`src/hdl/rdcc_pkg.sv`:
```
`default_nettype none
// ----------------------------------------------------------------------------
// rdcc_pkg
// shared types, constants and helpers of the run-length decimal count codec
// ----------------------------------------------------------------------------
package rdcc_pkg;

	localparam int          BCD_W     = 20;
	localparam logic [7:0]  CHAR_ZERO = 8'h30;
	localparam logic [7:0]  CHAR_NINE = 8'h39;
	localparam logic [19:0] BCD_ONE   = 20'h00001;
	localparam logic [2:0]  TOP_DIGIT = 3'd4;

	typedef enum logic [2:0] {
		S_IDLE,
		S_DIGIT,
		S_CHAR,
		S_TAIL,
		S_DEC
	} state_t;

	typedef enum logic [1:0] {
		SRC_DIGIT,
		SRC_CHAR,
		SRC_TAIL,
		SRC_DEC
	} src_t;

	typedef struct packed {
		logic accept;
		logic emit;
		src_t sel;
	} cmd_t;

	typedef struct packed {
		logic slot_free;
		logic acc_emit;
		logic acc_dec;
		logic acc_lit;
		logic fl_two;
		logic dig_zero;
		logic tail;
	} sts_t;

	// five-digit bcd increment, wraps at 99999
	function automatic logic [BCD_W-1:0] bcd_inc(input logic [BCD_W-1:0] v);
		logic [BCD_W-1:0] r;
		logic             c;
		logic [4:0]       d;
		r = '0;
		c = 1'b1;
		for (int k = 0; k < 5; k++) begin
			d = {1'b0, v[4*k +: 4]} + {4'b0, c};
			if (d > 5'd9) begin
				r[4*k +: 4] = 4'd0;
				c = 1'b1;
			end else begin
				r[4*k +: 4] = d[3:0];
				c = 1'b0;
			end
		end
		return r;
	endfunction

endpackage
`default_nettype wire

```
`src/hdl/rdcc_ctrl.sv`:
```
`default_nettype none
// ----------------------------------------------------------------------------
// rdcc_ctrl
// sequencer: accepts items and steps through the results of each one
// ----------------------------------------------------------------------------
module rdcc_ctrl (
	input  wire logic          clk,
	input  wire logic          arst_n,
	input  wire logic          s_tvalid,
	output logic               s_tready,
	input  wire rdcc_pkg::sts_t sts,
	output rdcc_pkg::cmd_t     cmd
);

	rdcc_pkg::state_t state_q;
	rdcc_pkg::state_t state_d;

	always_ff @(posedge clk or negedge arst_n) begin
		if (!arst_n) begin
			state_q <= rdcc_pkg::S_IDLE;
		end else begin
			state_q <= state_d;
		end
	end

	// next state
	always_comb begin
		state_d = state_q;
		case (state_q)
			rdcc_pkg::S_IDLE: begin
				if (cmd.accept && sts.acc_emit) begin
					if (sts.acc_dec)
						state_d = rdcc_pkg::S_DEC;
					else if (sts.acc_lit)
						state_d = rdcc_pkg::S_CHAR;
					else
						state_d = rdcc_pkg::S_DIGIT;
				end
			end
			rdcc_pkg::S_DIGIT: begin
				if (cmd.emit && sts.dig_zero)
					state_d = rdcc_pkg::S_CHAR;
			end
			rdcc_pkg::S_CHAR: begin
				// a literal pair stays here for its second copy
				if (cmd.emit && !sts.fl_two)
					state_d = sts.tail ? rdcc_pkg::S_TAIL : rdcc_pkg::S_IDLE;
			end
			rdcc_pkg::S_TAIL: begin
				if (cmd.emit)
					state_d = rdcc_pkg::S_IDLE;
			end
			rdcc_pkg::S_DEC: begin
				if (cmd.emit)
					state_d = rdcc_pkg::S_IDLE;
			end
			default: state_d = rdcc_pkg::S_IDLE;
		endcase
	end

	// outputs
	always_comb begin
		s_tready   = (state_q == rdcc_pkg::S_IDLE);
		cmd.accept = s_tvalid && s_tready;
		cmd.emit   = (state_q != rdcc_pkg::S_IDLE) && sts.slot_free;
		case (state_q)
			rdcc_pkg::S_DIGIT: cmd.sel = rdcc_pkg::SRC_DIGIT;
			rdcc_pkg::S_CHAR:  cmd.sel = rdcc_pkg::SRC_CHAR;
			rdcc_pkg::S_TAIL:  cmd.sel = rdcc_pkg::SRC_TAIL;
			default:           cmd.sel = rdcc_pkg::SRC_DEC;
		endcase
	end

	a_emit_leaves_idle: assert property (@(posedge clk) disable iff (!arst_n)
		cmd.accept && sts.acc_emit |=> state_q != rdcc_pkg::S_IDLE)
		else $error("item with results did not start the sequence");

	a_quiet_stays_idle: assert property (@(posedge clk) disable iff (!arst_n)
		state_q == rdcc_pkg::S_IDLE && !(cmd.accept && sts.acc_emit)
		|=> state_q == rdcc_pkg::S_IDLE)
		else $error("sequencer left idle without a result to send");

	a_emit_needs_slot: assert property (@(posedge clk) disable iff (!arst_n)
		cmd.emit |-> sts.slot_free && !s_tready)
		else $error("result written while output slot busy or while accepting");

endmodule
`default_nettype wire

```
`src/hdl/rdcc_dp.sv`:
```
`default_nettype none
// ----------------------------------------------------------------------------
// rdcc_dp
// datapath: run and digit state, flush snapshot and the output register
// ----------------------------------------------------------------------------
module rdcc_dp #(
	parameter int MAX_RUN = 65535
) (
	input  wire logic           clk,
	input  wire logic           arst_n,
	input  wire logic [7:0]     s_tdata,   // [7:0] in_byte
	input  wire logic           s_tlast,
	output logic                m_tvalid,
	input  wire logic           m_tready,
	output logic [23:0]         m_tdata,   // [7:0] out_byte, [23:8] out_repeat
	output logic                m_tuser,   // [0] out_item_end
	output logic                m_tlast,
	input  wire logic           cfg_valid,
	input  wire logic           cfg_data,
	input  wire rdcc_pkg::cmd_t cmd,
	output rdcc_pkg::sts_t      sts
);

	localparam int              CW    = $clog2(MAX_RUN + 1);
	localparam int              CAP   = (MAX_RUN < 65535) ? MAX_RUN : 65535;
	localparam logic [CW-1:0]   MAX_C = CW'(MAX_RUN);
	localparam logic [15:0]     CAP_V = 16'(CAP);

	// stream state
	logic                         mode_q;
	logic [7:0]                   run_char_q;
	logic [rdcc_pkg::BCD_W-1:0]   run_bcd_q;
	logic [CW-1:0]                run_cnt_q;
	logic                         run_active_q;
	logic [15:0]                  dig_cnt_q;
	logic                         dig_pend_q;

	// snapshot of the item being sent out
	logic [7:0]                   fl_char_q;
	logic [rdcc_pkg::BCD_W-1:0]   fl_bcd_q;
	logic                         fl_two_q;
	logic [2:0]                   dig_idx_q;
	logic [7:0]                   tail_char_q;
	logic                         tail_q;
	logic                         last_q;
	logic [7:0]                   dec_byte_q;
	logic [15:0]                  dec_rep_q;

	// output register
	logic                         m_tvalid_q;
	logic [7:0]                   out_byte_q;
	logic [15:0]                  out_rep_q;
	logic                         out_iend_q;
	logic                         out_send_q;

	logic                         join_run;
	logic [rdcc_pkg::BCD_W-1:0]   bcd_next;
	logic                         enc_flush;
	logic [7:0]                   snap_char;
	logic [rdcc_pkg::BCD_W-1:0]   snap_bcd;
	logic                         snap_tail;
	logic                         snap_lit;
	logic                         snap_two;
	logic [2:0]                   snap_top;
	logic                         is_dig;
	logic [19:0]                  dig_val;
	logic [15:0]                  dig_sat;
	logic                         dec_emit;
	logic                         cfg_wr;
	logic [3:0]                   cur_digit;
	logic [7:0]                   emit_byte;
	logic [15:0]                  emit_rep;
	logic                         emit_iend;

	assign cfg_wr = cfg_valid;

	// encode side of the accept decision
	always_comb begin
		bcd_next  = rdcc_pkg::bcd_inc(run_bcd_q);
		join_run  = run_active_q && (s_tdata == run_char_q) && (run_cnt_q < MAX_C);
		enc_flush = s_tlast || (!join_run && run_active_q);
		snap_char = run_active_q ? run_char_q : s_tdata;
		if (join_run)
			snap_bcd = bcd_next;
		else if (run_active_q)
			snap_bcd = run_bcd_q;
		else
			snap_bcd = rdcc_pkg::BCD_ONE;
		snap_tail = !join_run && run_active_q && s_tlast;
		snap_lit  = (snap_bcd[19:4] == '0) && (snap_bcd[3:0] <= 4'd2);
		snap_two  = (snap_bcd[19:4] == '0) && (snap_bcd[3:0] == 4'd2);
		if (snap_bcd[19:16] != 4'd0)
			snap_top = 3'd4;
		else if (snap_bcd[15:12] != 4'd0)
			snap_top = 3'd3;
		else if (snap_bcd[11:8] != 4'd0)
			snap_top = 3'd2;
		else if (snap_bcd[7:4] != 4'd0)
			snap_top = 3'd1;
		else
			snap_top = 3'd0;
	end

	// decode side: count * 10 as two shifts
	always_comb begin
		is_dig   = (s_tdata >= rdcc_pkg::CHAR_ZERO) && (s_tdata <= rdcc_pkg::CHAR_NINE);
		dig_val  = ({4'b0, dig_cnt_q} << 3) + ({4'b0, dig_cnt_q} << 1)
		           + {16'b0, s_tdata[3:0]};
		dig_sat  = (dig_val > {4'b0, CAP_V}) ? CAP_V : dig_val[15:0];
		dec_emit = !is_dig || s_tlast;
	end

	always_comb begin
		sts.slot_free = !m_tvalid_q || m_tready;
		sts.acc_emit  = mode_q ? dec_emit : enc_flush;
		sts.acc_dec   = mode_q;
		sts.acc_lit   = snap_lit;
		sts.fl_two    = fl_two_q;
		sts.dig_zero  = (dig_idx_q == 3'd0);
		sts.tail      = tail_q;
	end

	always_ff @(posedge clk or negedge arst_n) begin
		if (!arst_n) begin
			mode_q       <= 1'b0;
			run_char_q   <= '0;
			run_bcd_q    <= '0;
			run_cnt_q    <= '0;
			run_active_q <= 1'b0;
			dig_cnt_q    <= '0;
			dig_pend_q   <= 1'b0;
		end else if (cfg_wr) begin
			mode_q       <= cfg_data;
			run_char_q   <= '0;
			run_bcd_q    <= '0;
			run_cnt_q    <= '0;
			run_active_q <= 1'b0;
			dig_cnt_q    <= '0;
			dig_pend_q   <= 1'b0;
		end else if (cmd.accept) begin
			if (!mode_q) begin
				if (s_tlast) begin
					run_char_q   <= '0;
					run_bcd_q    <= '0;
					run_cnt_q    <= '0;
					run_active_q <= 1'b0;
				end else if (join_run) begin
					run_bcd_q <= bcd_next;
					run_cnt_q <= run_cnt_q + CW'(1);
				end else begin
					run_char_q   <= s_tdata;
					run_bcd_q    <= rdcc_pkg::BCD_ONE;
					run_cnt_q    <= CW'(1);
					run_active_q <= 1'b1;
				end
			end else begin
				if (is_dig && !s_tlast) begin
					dig_cnt_q  <= dig_sat;
					dig_pend_q <= 1'b1;
				end else begin
					dig_cnt_q  <= '0;
					dig_pend_q <= 1'b0;
				end
			end
		end
	end

	// sequencing bits of the snapshot
	always_ff @(posedge clk or negedge arst_n) begin
		if (!arst_n) begin
			fl_two_q  <= 1'b0;
			dig_idx_q <= '0;
			tail_q    <= 1'b0;
			last_q    <= 1'b0;
		end else if (cmd.accept) begin
			fl_two_q  <= snap_two;
			dig_idx_q <= snap_top;
			tail_q    <= snap_tail;
			last_q    <= s_tlast;
		end else if (cmd.emit) begin
			if (cmd.sel == rdcc_pkg::SRC_DIGIT)
				dig_idx_q <= dig_idx_q - 3'd1;
			if (cmd.sel == rdcc_pkg::SRC_CHAR)
				fl_two_q <= 1'b0;
		end
	end

	always_ff @(posedge clk) begin
		if (cmd.accept) begin
			fl_char_q   <= snap_char;
			fl_bcd_q    <= snap_bcd;
			tail_char_q <= s_tdata;
			// a digit here can only be a trailing one: empty end marker
			dec_byte_q  <= is_dig ? 8'd0 : s_tdata;
			dec_rep_q   <= is_dig ? 16'd0 : (dig_pend_q ? dig_cnt_q : 16'd1);
		end
	end

	always_comb begin
		case (dig_idx_q)
			3'd0:    cur_digit = fl_bcd_q[3:0];
			3'd1:    cur_digit = fl_bcd_q[7:4];
			3'd2:    cur_digit = fl_bcd_q[11:8];
			3'd3:    cur_digit = fl_bcd_q[15:12];
			default: cur_digit = fl_bcd_q[19:16];
		endcase
		case (cmd.sel)
			rdcc_pkg::SRC_DIGIT: begin
				emit_byte = rdcc_pkg::CHAR_ZERO + {4'b0, cur_digit};
				emit_rep  = 16'd1;
				emit_iend = 1'b0;
			end
			rdcc_pkg::SRC_CHAR: begin
				emit_byte = fl_char_q;
				emit_rep  = 16'd1;
				emit_iend = !fl_two_q && !tail_q;
			end
			rdcc_pkg::SRC_TAIL: begin
				emit_byte = tail_char_q;
				emit_rep  = 16'd1;
				emit_iend = 1'b1;
			end
			default: begin
				emit_byte = dec_byte_q;
				emit_rep  = dec_rep_q;
				emit_iend = 1'b1;
			end
		endcase
	end

	always_ff @(posedge clk or negedge arst_n) begin
		if (!arst_n) begin
			m_tvalid_q <= 1'b0;
		end else if (cmd.emit) begin
			m_tvalid_q <= 1'b1;
		end else if (m_tready) begin
			m_tvalid_q <= 1'b0;
		end
	end

	always_ff @(posedge clk) begin
		if (cmd.emit) begin
			out_byte_q <= emit_byte;
			out_rep_q  <= emit_rep;
			out_iend_q <= emit_iend;
			out_send_q <= emit_iend && last_q;
		end
	end

	assign m_tvalid = m_tvalid_q;
	assign m_tdata  = {out_rep_q, out_byte_q};
	assign m_tuser  = out_iend_q;
	assign m_tlast  = out_send_q;

	a_run_count_nonzero: assert property (@(posedge clk) disable iff (!arst_n)
		run_active_q |-> run_cnt_q != '0 && run_bcd_q != '0)
		else $error("open run with zero length");

	a_count_needs_digits: assert property (@(posedge clk) disable iff (!arst_n)
		!dig_pend_q |-> dig_cnt_q == '0)
		else $error("decode count held without pending digits");

	a_count_capped: assert property (@(posedge clk) disable iff (!arst_n)
		dig_cnt_q <= CAP_V)
		else $error("decode count above its limit");

	a_digit_index_range: assert property (@(posedge clk) disable iff (!arst_n)
		cmd.emit && cmd.sel == rdcc_pkg::SRC_DIGIT |-> dig_idx_q <= rdcc_pkg::TOP_DIGIT)
		else $error("digit index beyond the count");

endmodule
`default_nettype wire

```
`src/hdl/rle_decimal_count_codec_top.sv`:
```
`default_nettype none
// ----------------------------------------------------------------------------
// rle_decimal_count_codec_top
// byte-stream run-length codec with decimal counts, encode or decode by mode
// ----------------------------------------------------------------------------
// usage:
//   s_* carries one byte per transaction, s_tlast on the final byte of a
//   string. m_* carries one result per transaction: byte and repeat count in
//   m_tdata, m_tuser marks the last result of an input byte, m_tlast the
//   last result of the string. cfg_* writes the mode bit (0 encode, 1
//   decode) and clears all run and digit state; write it only while idle.
// timing:
//   a byte that produces no result (a byte that extends a run, a decode
//   digit) leaves the sequencer idle, so such bytes stream at one per cycle.
//   a byte with results is accepted first; then the sequencer writes its
//   1 to 7 results one at a time into the single output register it fills,
//   each once that register is free, and m_tvalid rises with the first.
// reset: mode is encode and no run or digit count is open.
// stall: while the output register is full and m_tready is low the sequencer
//   holds its place and s_tready stays low until every result of the current
//   byte has been written into the output register; nothing is dropped.
// ----------------------------------------------------------------------------
module rle_decimal_count_codec_top #(
	parameter int MAX_RUN = 65535
) (
	input  wire logic        clk,
	input  wire logic        arst_n,
	input  wire logic        s_tvalid,
	output logic             s_tready,
	input  wire logic [7:0]  s_tdata,   // [7:0] in_byte
	input  wire logic        s_tlast,
	output logic             m_tvalid,
	input  wire logic        m_tready,
	output logic [23:0]      m_tdata,   // [7:0] out_byte, [23:8] out_repeat
	output logic             m_tuser,   // [0] out_item_end
	output logic             m_tlast,
	input  wire logic        cfg_valid,
	output logic             cfg_ready,
	input  wire logic        cfg_data
);

	rdcc_pkg::cmd_t cmd;
	rdcc_pkg::sts_t sts;

	assign cfg_ready = 1'b1;

	rdcc_ctrl u_ctrl (
		.clk      (clk),
		.arst_n   (arst_n),
		.s_tvalid (s_tvalid),
		.s_tready (s_tready),
		.sts      (sts),
		.cmd      (cmd)
	);

	rdcc_dp #(
		.MAX_RUN (MAX_RUN)
	) u_dp (
		.clk       (clk),
		.arst_n    (arst_n),
		.s_tdata   (s_tdata),
		.s_tlast   (s_tlast),
		.m_tvalid  (m_tvalid),
		.m_tready  (m_tready),
		.m_tdata   (m_tdata),
		.m_tuser   (m_tuser),
		.m_tlast   (m_tlast),
		.cfg_valid (cfg_valid && cfg_ready),
		.cfg_data  (cfg_data),
		.cmd       (cmd),
		.sts       (sts)
	);

endmodule
`default_nettype wire
```
`config.mk`:
```
export PLATFORM = sky130hd
export DESIGN_NAME = rle_decimal_count_codec_top
export DESIGN_NICKNAME = d
export VERILOG_FILES = /design/src/hdl/rdcc_pkg.sv /design/src/hdl/rdcc_ctrl.sv /design/src/hdl/rdcc_dp.sv /design/src/hdl/rle_decimal_count_codec_top.sv
export SDC_FILE = /design/constraint.sdc
export NUM_CORES = 1
export LEC_CHECK = 0
export BUFFER_PORTS_ARGS = -buffer_cell sky130_fd_sc_hd__buf_2
export CAP_MARGIN = 40
export CORE_MARGIN = 2
export CORE_UTILIZATION = 56
export CTS_CLUSTER_DIAMETER = 30
export CTS_CLUSTER_SIZE = 12
export DETAILED_ROUTE_END_ITERATION = 16
export PLACE_DENSITY = 0.77
export SLEW_MARGIN = 10
export SYNTH_ARGS = -nofsm -noshare
export SYNTH_HDL_FRONTEND = slang
export SYNTH_SLANG_ARGS = --single-unit
```
`constraint.sdc`:
```
create_clock -name clk -period 6.95 [get_ports clk]
set_input_delay 0.3475 -clock clk [delete_from_list [all_inputs] [get_ports clk]]
set_output_delay 0.3475 -clock clk [all_outputs]
set_load 0.02 [all_outputs]
```
==> metrics.txt, run 1 <==
# TYPE chip_impl_metric gauge
chip_impl_metric{name="final.period_utilization",unit="%"} 92.0
chip_impl_metric{name="routedWlPerCell",unit="um"} 17.8
chip_impl_info{name="hold_crit_class",value="in -> reg"} 1
chip_impl_metric{name="fin_worst_skew",unit="ps"} 8.34
chip_impl_metric{name="power.total",unit="mW"} 2.86
chip_impl_metric{name="gp_congestion",unit=""} 0.872
chip_impl_info{name="critical_path.slowest_cell",value="sky130_fd_sc_hd__dfrtp_2"} 1
chip_impl_metric{name="area_share_of_the_largest_cell_type_after_synthesis",unit="%"} 28.9
chip_impl_metric{name="ir_drop",unit="mV"} 0.191
chip_impl_info{name="outcome",value="finished clean"} 1
chip_impl_metric{name="final-setup-viol-count",unit=""} 0
chip_impl_metric{name="fillCellCount",unit=""} 1242
chip_impl_info{name="rsz0062_at_grt",value="no"} 1
chip_impl_info{name="crit_path_end_kind",value="flip-flop"} 1
chip_impl_metric{name="synth.area.mux_share",unit="%"} 1.96
chip_impl_metric{name="max-clock-path-buffers",unit=""} 2
chip_impl_metric{name="ys_seq_area_share",unit="%"} 49.3
chip_impl_info{name="critPathTopFamily",value="adder cells"} 1
chip_impl_metric{name="critPathArrivalTime",unit="ps"} 6730
chip_impl_metric{name="antenna_cells",unit=""} 0
chip_impl_info{name="synth_area_leaders",value="sky130_fd_sc_hd__edfxtp_1, sky130_fd_sc_hd__dfrtp_1, sky130_fd_sc_hd__ha_1, sky130_fd_sc_hd__nand2_1, sky130_fd_sc_hd__a21oi_1"} 1
chip_impl_metric{name="area_delta_synth_final",unit="%"} 12.6
chip_impl_info{name="timing.setup.critical_path_class",value="reg -> reg"} 1
chip_impl_metric{name="number_of_enable_type_register_cells_in_the_synthesized_netlist",unit=""} 86
chip_impl_metric{name="post-route-cell-area",unit="um^2"} 10100
chip_impl_metric{name="power-per-cell-area",unit="nW/um^2"} 284
chip_impl_metric{name="synth.ff_latch_count",unit=""} 159
chip_impl_metric{name="die_x",unit="um"} 130
chip_impl_metric{name="synthSimpleGateAreaFrac",unit="%"} 18.4
chip_impl_metric{name="synthCells",unit=""} 866
chip_impl_metric{name="detail_route.first_pass.iterations",unit=""} 5
chip_impl_metric{name="synthXorXnorAreaFrac",unit="%"} 2.64
chip_impl_metric{name="overflow",unit=""} 0
chip_impl_metric{name="timing.critical_path.slowest_cell_delay",unit="ps"} 410
chip_impl_metric{name="cts_max_level",unit=""} 4
chip_impl_metric{name="largest_net_degree_at_the_start_of_global_routing",unit=""} 68
chip_impl_metric{name="yosys.cell_types.count",unit=""} 76
chip_impl_info{name="worstSetupStartpointType",value="flip-flop"} 1
chip_impl_metric{name="timing.final.max_slew_violations",unit=""} 0
chip_impl_metric{name="route.antenna.remaining_nets",unit=""} 0
chip_impl_metric{name="die_y",unit="um"} 130
chip_impl_metric{name="total_clock_buffers_created_by_cts",unit=""} 17
chip_impl_metric{name="layout.area.seq",unit="um^2"} 4410
chip_impl_info{name="most_common_cell_after_layout_fill_and_taps_aside",value="sky130_fd_sc_hd__edfxtp_1"} 1
chip_impl_metric{name="postRouteWirelength",unit="um"} 20200
chip_impl_metric{name="synth_adder_area_share",unit="%"} 7.02
chip_impl_metric{name="antenna_found_initial",unit=""} 0
chip_impl_metric{name="routed_via_density",unit=""} 6.14
chip_impl_metric{name="tightest_pin_transition",unit="ps"} 861
chip_impl_metric{name="first_pass_grt_wire_length",unit="um"} 32700
chip_impl_metric{name="port-buffer-count",unit=""} 42
chip_impl_metric{name="core_region_area",unit="um^2"} 15800
chip_impl_metric{name="design.final.nets",unit=""} 966
chip_impl_metric{name="fin_cells",unit=""} 1131
chip_impl_metric{name="critical_path_peak_fanout",unit=""} 7
chip_impl_metric{name="worstPathBufferInverterCount",unit=""} 4
chip_impl_metric{name="die-area",unit="um^2"} 17000
chip_impl_metric{name="mappedNetlistNets",unit=""} 930
chip_impl_metric{name="detail_route.iter0.violations",unit=""} 612
chip_impl_metric{name="syn_area",unit="um^2"} 8950
chip_impl_metric{name="synth.avg_cell_area",unit="um^2"} 10.3
chip_impl_metric{name="r2r_slack",unit="ps"} 550
chip_impl_metric{name="initial_utilization",unit="%"} 56.7
chip_impl_metric{name="cellLeakagePower",unit="nW"} 4.15
chip_impl_metric{name="drcViolationCount",unit=""} 0
chip_impl_metric{name="via_count_of_the_first_global_routing_pass",unit=""} 6561
chip_impl_metric{name="place.detailed.instances",unit=""} 1096
chip_impl_metric{name="multiInputGateArea",unit="um^2"} 4330
chip_impl_metric{name="synthesis.yosys.warnings",unit=""} 0
chip_impl_metric{name="synth_compound_gate_area_share",unit="%"} 17.5
chip_impl_metric{name="hold_violations",unit=""} 0
chip_impl_metric{name="placement.cell_area",unit="um^2"} 9420
chip_impl_metric{name="maxCapViolCount",unit=""} 0
chip_impl_metric{name="proportion_of_layout_cells_with_a_drive_suffix_above_1",unit="%"} 15.6
chip_impl_info{name="cts_tree",value="yes"} 1
chip_impl_metric{name="timing.final.crit_period",unit="ps"} 6400
chip_impl_info{name="layout.cells.most_common_list",value="sky130_fd_sc_hd__edfxtp_1, sky130_fd_sc_hd__nand2_1, sky130_fd_sc_hd__dfrtp_1"} 1
chip_impl_info{name="synth_top_family_by_area",value="simple AND/OR/NAND/NOR gates"} 1
chip_impl_metric{name="detailedPlacementHpwl",unit="um"} 13400
chip_impl_metric{name="timing.fmax",unit="MHz"} 156
chip_impl_info{name="dominantRegCellSynth",value="sky130_fd_sc_hd__edfxtp_1"} 1
chip_impl_metric{name="synth-async-reset-ratio",unit="%"} 45.9
chip_impl_metric{name="detailroute.via_count",unit=""} 6944
chip_impl_metric{name="clock_sinks",unit=""} 159
chip_impl_metric{name="track_usage",unit="%"} 24.3
chip_impl_info{name="clk_root_buffer_cell",value="sky130_fd_sc_hd__clkbuf_16"} 1
chip_impl_metric{name="num_io_pins",unit=""} 44
chip_impl_metric{name="placementRows",unit=""} 46
chip_impl_info{name="post-synth-top-area-cell",value="sky130_fd_sc_hd__edfxtp_1"} 1
chip_impl_metric{name="cp.required",unit="ps"} 7280
chip_impl_metric{name="max-slew-margin-rel",unit="%"} 42.6
chip_impl_metric{name="cts.clk_slew.worst_paths",unit="ps"} 60
chip_impl_metric{name="clk-insertion-delay-late",unit="ps"} 430
==> per-layer routing <==
layer | GRT usage [%] | wire length [um] | up-vias | share of wire [%]
met2 | 38.6 | 9670 | 242 | 48
met1 | 34.4 | 9110 | 3364 | 45
met3 | 4.28 | 1050 | 32 | 5.2
met5 | 0 | 0 | - | 0
li1 | - | - | 3306 | -
met4 | 7.88 | 346 | 0 | 1.7
==> final timing paths <==
| check | endpoint | from | cells past startpoint |
|---|---|---|---|
| min reg2reg | u_dp.run_cnt_q[3] | u_dp.run_cnt_q[3] | 1 |
| max in group asynchronous | u_dp.dig_idx_q[0] | arst_n | 3 |
| min | u_dp.mode_q | cfg_data | 2 |
| min in group asynchronous | u_dp.run_bcd_q[7] | arst_n | 2 |
| max reg2reg | u_ctrl.state_q[1] | u_dp.run_bcd_q[1] | 33 |
| max | u_ctrl.state_q[1] | u_dp.run_bcd_q[1] | 33 |
==> area by class of cell <==
cell class / count / share of cell area, %
clock buffers: 19 / 4.29
clock inverters: 13 / 1.28
inverters: 22 / 0.819
multi-input cells: 635 / 42.9
flip-flops and latches: 159 / 43.8
well taps: 216 / 2.68
repair buffers: 67 / 4.25
==> cell families after synthesis <==
logic type	after synthesis
compound gates	227
fa+ha+maj	49
simple gates	315
other cells	1
xor+xnor	27
flops	159
buf+inv	72
mux	16
==> metrics by stage <==
step                setup TNS [ps]  hold WS, ps  utilization [%]  worst slack, ps
global route                     0          157             63.9             7.85
floorplan                        0         51.9                -              174
global placement                 0          485             59.4              201
finish                           0          166             63.9              555
CTS                              0          151             63.4             1.02
detailed placement           -5.37          220             59.7            -5.37
==> cells in the mapped netlist (all sizes together), types with 5 or more instances <==
cell / instances
a22oi: 21
o221ai: 6
a21oi: 58
or4: 8
a22o: 7
nor2b: 18
clkbuf: 39
a32o: 7
and3: 22
o21ai: 54
and2: 29
o21a: 10
dfrtp: 73
nand3: 24
nand2b: 8
a221o: 17
nor3b: 6
xnor2: 23
mux2: 12
nor2: 69
nand2: 81
or3: 5
o31ai: 6
nor3: 7
nand4b: 9
inv: 21
nand4: 12
buf: 11
ha: 47
a21o: 5
edfxtp: 86
==> report_power, final <==
group	leakage, nW	switching (mW)	internal (mW)
registers	1.83	0.0880	1.24
logic	2.05	0.437	0.197
clock network	0.265	0.396	0.500
==> repair_timing <==
action | CTS | global route
setup endpoints to repair | 1 | 7
resized for setup | 1 | 16
pin swaps | 0 | 1
setup buffers | 0 | 2
endpoints found under the hold margin | 11 | 0
hold buffers | 1 | 0
==> state kept, by name, indices dropped and copies added, names as in the netlist, 3 cells and up <==
name	cells
u_dp.tail_char_q	8
u_dp.dec_byte_q	8
u_dp.run_cnt_q	16
u_dp.fl_char_q	8
u_dp.dig_cnt_q	16
u_dp.dig_idx_q	3
u_dp.fl_bcd_q	20
u_dp.out_rep_q	16
u_dp.out_byte_q	8
u_dp.dec_rep_q	16
u_dp.run_char_q	8
u_dp.run_bcd_q	20
u_ctrl.state_q	3
(Power assumes the default switching activity.)
==> run 2: changes to the inputs <==
--- a/config.mk
+++ b/config.mk
@@ -8,7 +8,7 @@
 export BUFFER_PORTS_ARGS = -buffer_cell sky130_fd_sc_hd__buf_2
 export CAP_MARGIN = 40
 export CORE_MARGIN = 2
-export CORE_UTILIZATION = 56
+export CORE_UTILIZATION = 59
 export CTS_CLUSTER_DIAMETER = 30
 export CTS_CLUSTER_SIZE = 12
 export DETAILED_ROUTE_END_ITERATION = 16
==> constraint.sdc (replaced) <==
create_clock -name clk -period 7.77 [get_ports clk]
set_input_delay 0.3885 -clock clk [delete_from_list [all_inputs] [get_ports clk]]
set_output_delay 0.3885 -clock clk [all_outputs]
set_load 0.02 [all_outputs]
==> run 2 against run 1 <==
Clock power shrank 4.2%. Worst hold slack gained 27 ps. Cell area shrank 0.72%. Fmax shrank 13%. Via count grew 2.7%. Flip-flop and latch count is the same. Core utilization grew 2.7 points. Sequential share of layout area grew 0.33 points. Register-to-register slack lost 170 ps. Sequential power shrank 11%. Combinational power shrank 12%. Critical path type unchanged. Largest power group unchanged. Highest routed layer unchanged.
==> metrics.txt, run 2 (synthesis results as in run 1) <==
# TYPE chip_impl_metric gauge
chip_impl_info{name="outcome",value="finished clean"} 1
chip_impl_metric{name="power-per-cell-area",unit="nW/um^2"} 261
chip_impl_metric{name="multiInputGateArea",unit="um^2"} 4300
chip_impl_metric{name="area_delta_synth_final",unit="%"} 11.8
chip_impl_metric{name="hold_violations",unit=""} 0
chip_impl_metric{name="maxCapViolCount",unit=""} 0
chip_impl_metric{name="fin_worst_skew",unit="ps"} 7.96
chip_impl_metric{name="proportion_of_layout_cells_with_a_drive_suffix_above_1",unit="%"} 14.8
chip_impl_info{name="hold_crit_class",value="in -> reg"} 1
chip_impl_metric{name="drcViolationCount",unit=""} 0
chip_impl_metric{name="detailroute.via_count",unit=""} 7130
chip_impl_info{name="critical_path.slowest_cell",value="sky130_fd_sc_hd__dfrtp_2"} 1
chip_impl_metric{name="fillCellCount",unit=""} 1098
chip_impl_metric{name="r2r_slack",unit="ps"} 390
chip_impl_metric{name="critPathArrivalTime",unit="ps"} 7710
chip_impl_info{name="clk_root_buffer_cell",value="sky130_fd_sc_hd__clkbuf_16"} 1
chip_impl_metric{name="finish.utilization",unit="%"} 66.6
chip_impl_metric{name="timing.fmax",unit="MHz"} 135
chip_impl_info{name="crit_path_end_kind",value="flip-flop"} 1
chip_impl_metric{name="detailedPlacementHpwl",unit="um"} 14000
chip_impl_metric{name="largest_net_degree_at_the_start_of_global_routing",unit=""} 68
chip_impl_metric{name="first_pass_grt_wire_length",unit="um"} 34200
chip_impl_metric{name="port-buffer-count",unit=""} 42
chip_impl_metric{name="die-area",unit="um^2"} 16200
chip_impl_metric{name="total_clock_buffers_created_by_cts",unit=""} 17
chip_impl_metric{name="antenna_cells",unit=""} 0
chip_impl_metric{name="ir_drop",unit="mV"} 0.215
chip_impl_metric{name="final-setup-viol-count",unit=""} 0
chip_impl_metric{name="cts_max_level",unit=""} 4
chip_impl_metric{name="clock_sinks",unit=""} 159
chip_impl_metric{name="cts.clk_slew.worst_paths",unit="ps"} 60
chip_impl_metric{name="timing.final.crit_period",unit="ps"} 7380
chip_impl_metric{name="fin_cells",unit=""} 1095
chip_impl_metric{name="clk-insertion-delay-late",unit="ps"} 430
chip_impl_metric{name="timing.critical_path.slowest_cell_delay",unit="ps"} 420
chip_impl_metric{name="num_io_pins",unit=""} 44
chip_impl_metric{name="route.antenna.remaining_nets",unit=""} 0
chip_impl_metric{name="post-route-cell-area",unit="um^2"} 10000
chip_impl_metric{name="detail_route.first_pass.iterations",unit=""} 7
chip_impl_info{name="most_common_cell_after_layout_fill_and_taps_aside",value="sky130_fd_sc_hd__edfxtp_1"} 1
chip_impl_metric{name="die_y",unit="um"} 127
chip_impl_metric{name="fin_setup_tns",unit="ps"} 0
chip_impl_metric{name="holdWs",unit="ps"} 193
chip_impl_metric{name="final.period_utilization",unit="%"} 95.0
chip_impl_metric{name="cellLeakagePower",unit="nW"} 4.14
chip_impl_metric{name="place.detailed.instances",unit=""} 1059
chip_impl_metric{name="layout.area.seq",unit="um^2"} 4410
chip_impl_metric{name="via_count_of_the_first_global_routing_pass",unit=""} 6932
chip_impl_metric{name="track_usage",unit="%"} 26.4
chip_impl_metric{name="placementRows",unit=""} 45
chip_impl_metric{name="routedWlPerCell",unit="um"} 18.9
chip_impl_info{name="layout.cells.most_common_list",value="sky130_fd_sc_hd__edfxtp_1, sky130_fd_sc_hd__nand2_1, sky130_fd_sc_hd__dfrtp_1"} 1
chip_impl_metric{name="pre_cts_ws",unit="ps"} -141
chip_impl_metric{name="initial_utilization",unit="%"} 59.5
chip_impl_info{name="timing.setup.critical_path_class",value="reg -> reg"} 1
chip_impl_metric{name="design.final.nets",unit=""} 958
chip_impl_metric{name="tightest_pin_transition",unit="ps"} 904
chip_impl_metric{name="routed_via_density",unit=""} 6.51
chip_impl_info{name="critPathMostFrequentCell",value="sky130_fd_sc_hd__ha_1"} 1
chip_impl_metric{name="postRouteWirelength",unit="um"} 20700
chip_impl_metric{name="core_region_area",unit="um^2"} 15000
chip_impl_metric{name="critical_path_peak_fanout",unit=""} 7
chip_impl_metric{name="timing.final.max_slew_violations",unit=""} 0
chip_impl_metric{name="overflow",unit=""} 0
chip_impl_metric{name="detail_route.iter0.violations",unit=""} 676
chip_impl_metric{name="max-clock-path-buffers",unit=""} 2
chip_impl_metric{name="gp_congestion",unit=""} 0.892
chip_impl_metric{name="power.total",unit="mW"} 2.61
chip_impl_info{name="cts_tree",value="yes"} 1
chip_impl_metric{name="placement.cell_area",unit="um^2"} 9310
chip_impl_metric{name="antenna_found_initial",unit=""} 0
chip_impl_info{name="rsz0062_at_grt",value="no"} 1
chip_impl_metric{name="die_x",unit="um"} 127
chip_impl_metric{name="cp.required",unit="ps"} 8100
chip_impl_metric{name="max-slew-margin-rel",unit="%"} 39.0
chip_impl_info{name="worstSetupStartpointType",value="flip-flop"} 1
chip_impl_metric{name="setup_slack",unit="ps"} 390
chip_impl_info{name="regs_by_ff_count",value="u_dp.fl_bcd_q (20), u_dp.run_bcd_q (20)"} 1
==> run 2: final cells by class <==
type	instances	share of cell area, %
tap	188	2.35
clock buffer	18	4.29
timing repair buffer	59	3.63
sequential	159	44.1
clock inverter	14	1.83
inverter	22	0.825
multi-input combinational	635	43.0
==> run 2: critical path, delay by kind of cell (launching register included) <==
family	cells	cell delay, ps
fa+ha+maj	9	2600
flops	1	420
simple gates	10	1570
buf+inv	4	320
compound gates	10	2370
==> run 2: repair_timing <==
action                                  CTS  global route
endpoints found under the setup margin    2             7
resized for setup                         2            10
buffers inserted                          0             3
endpoints found under the hold margin    20             0
hold buffers                              1             0
pin swaps                                 0             2
==> run 2: path summary, 6_finish.rpt <==
check	startpoint	endpoint	depth (start not counted)
max in group asynchronous	arst_n	u_dp.run_bcd_q[8]	3
worst max-delay path	u_dp.run_bcd_q[0]	u_ctrl.state_q[1]	33
worst max register to register	u_dp.run_bcd_q[0]	u_ctrl.state_q[1]	33
worst min-delay path	cfg_data	u_dp.mode_q	2
min in group asynchronous	arst_n	u_ctrl.state_q[2]	2
worst min register to register	u_dp.last_q	u_dp.last_q	2
==> run 2: routing by layer <==
metal,routed length [um],GRT usage (%),vias up
li1,-,-,3286
met5,0,0,-
met4,629,12.0,0
met3,1370,4.27,75
met2,10100,42.7,340
met1,8640,35.6,3429
==> run 2: where the power goes <==
group / switching (mW) / internal [mW]
registers: 0.0792 / 1.11
clock network: 0.346 / 0.513
logic: 0.385 / 0.173
total: 0.810 / 1.80
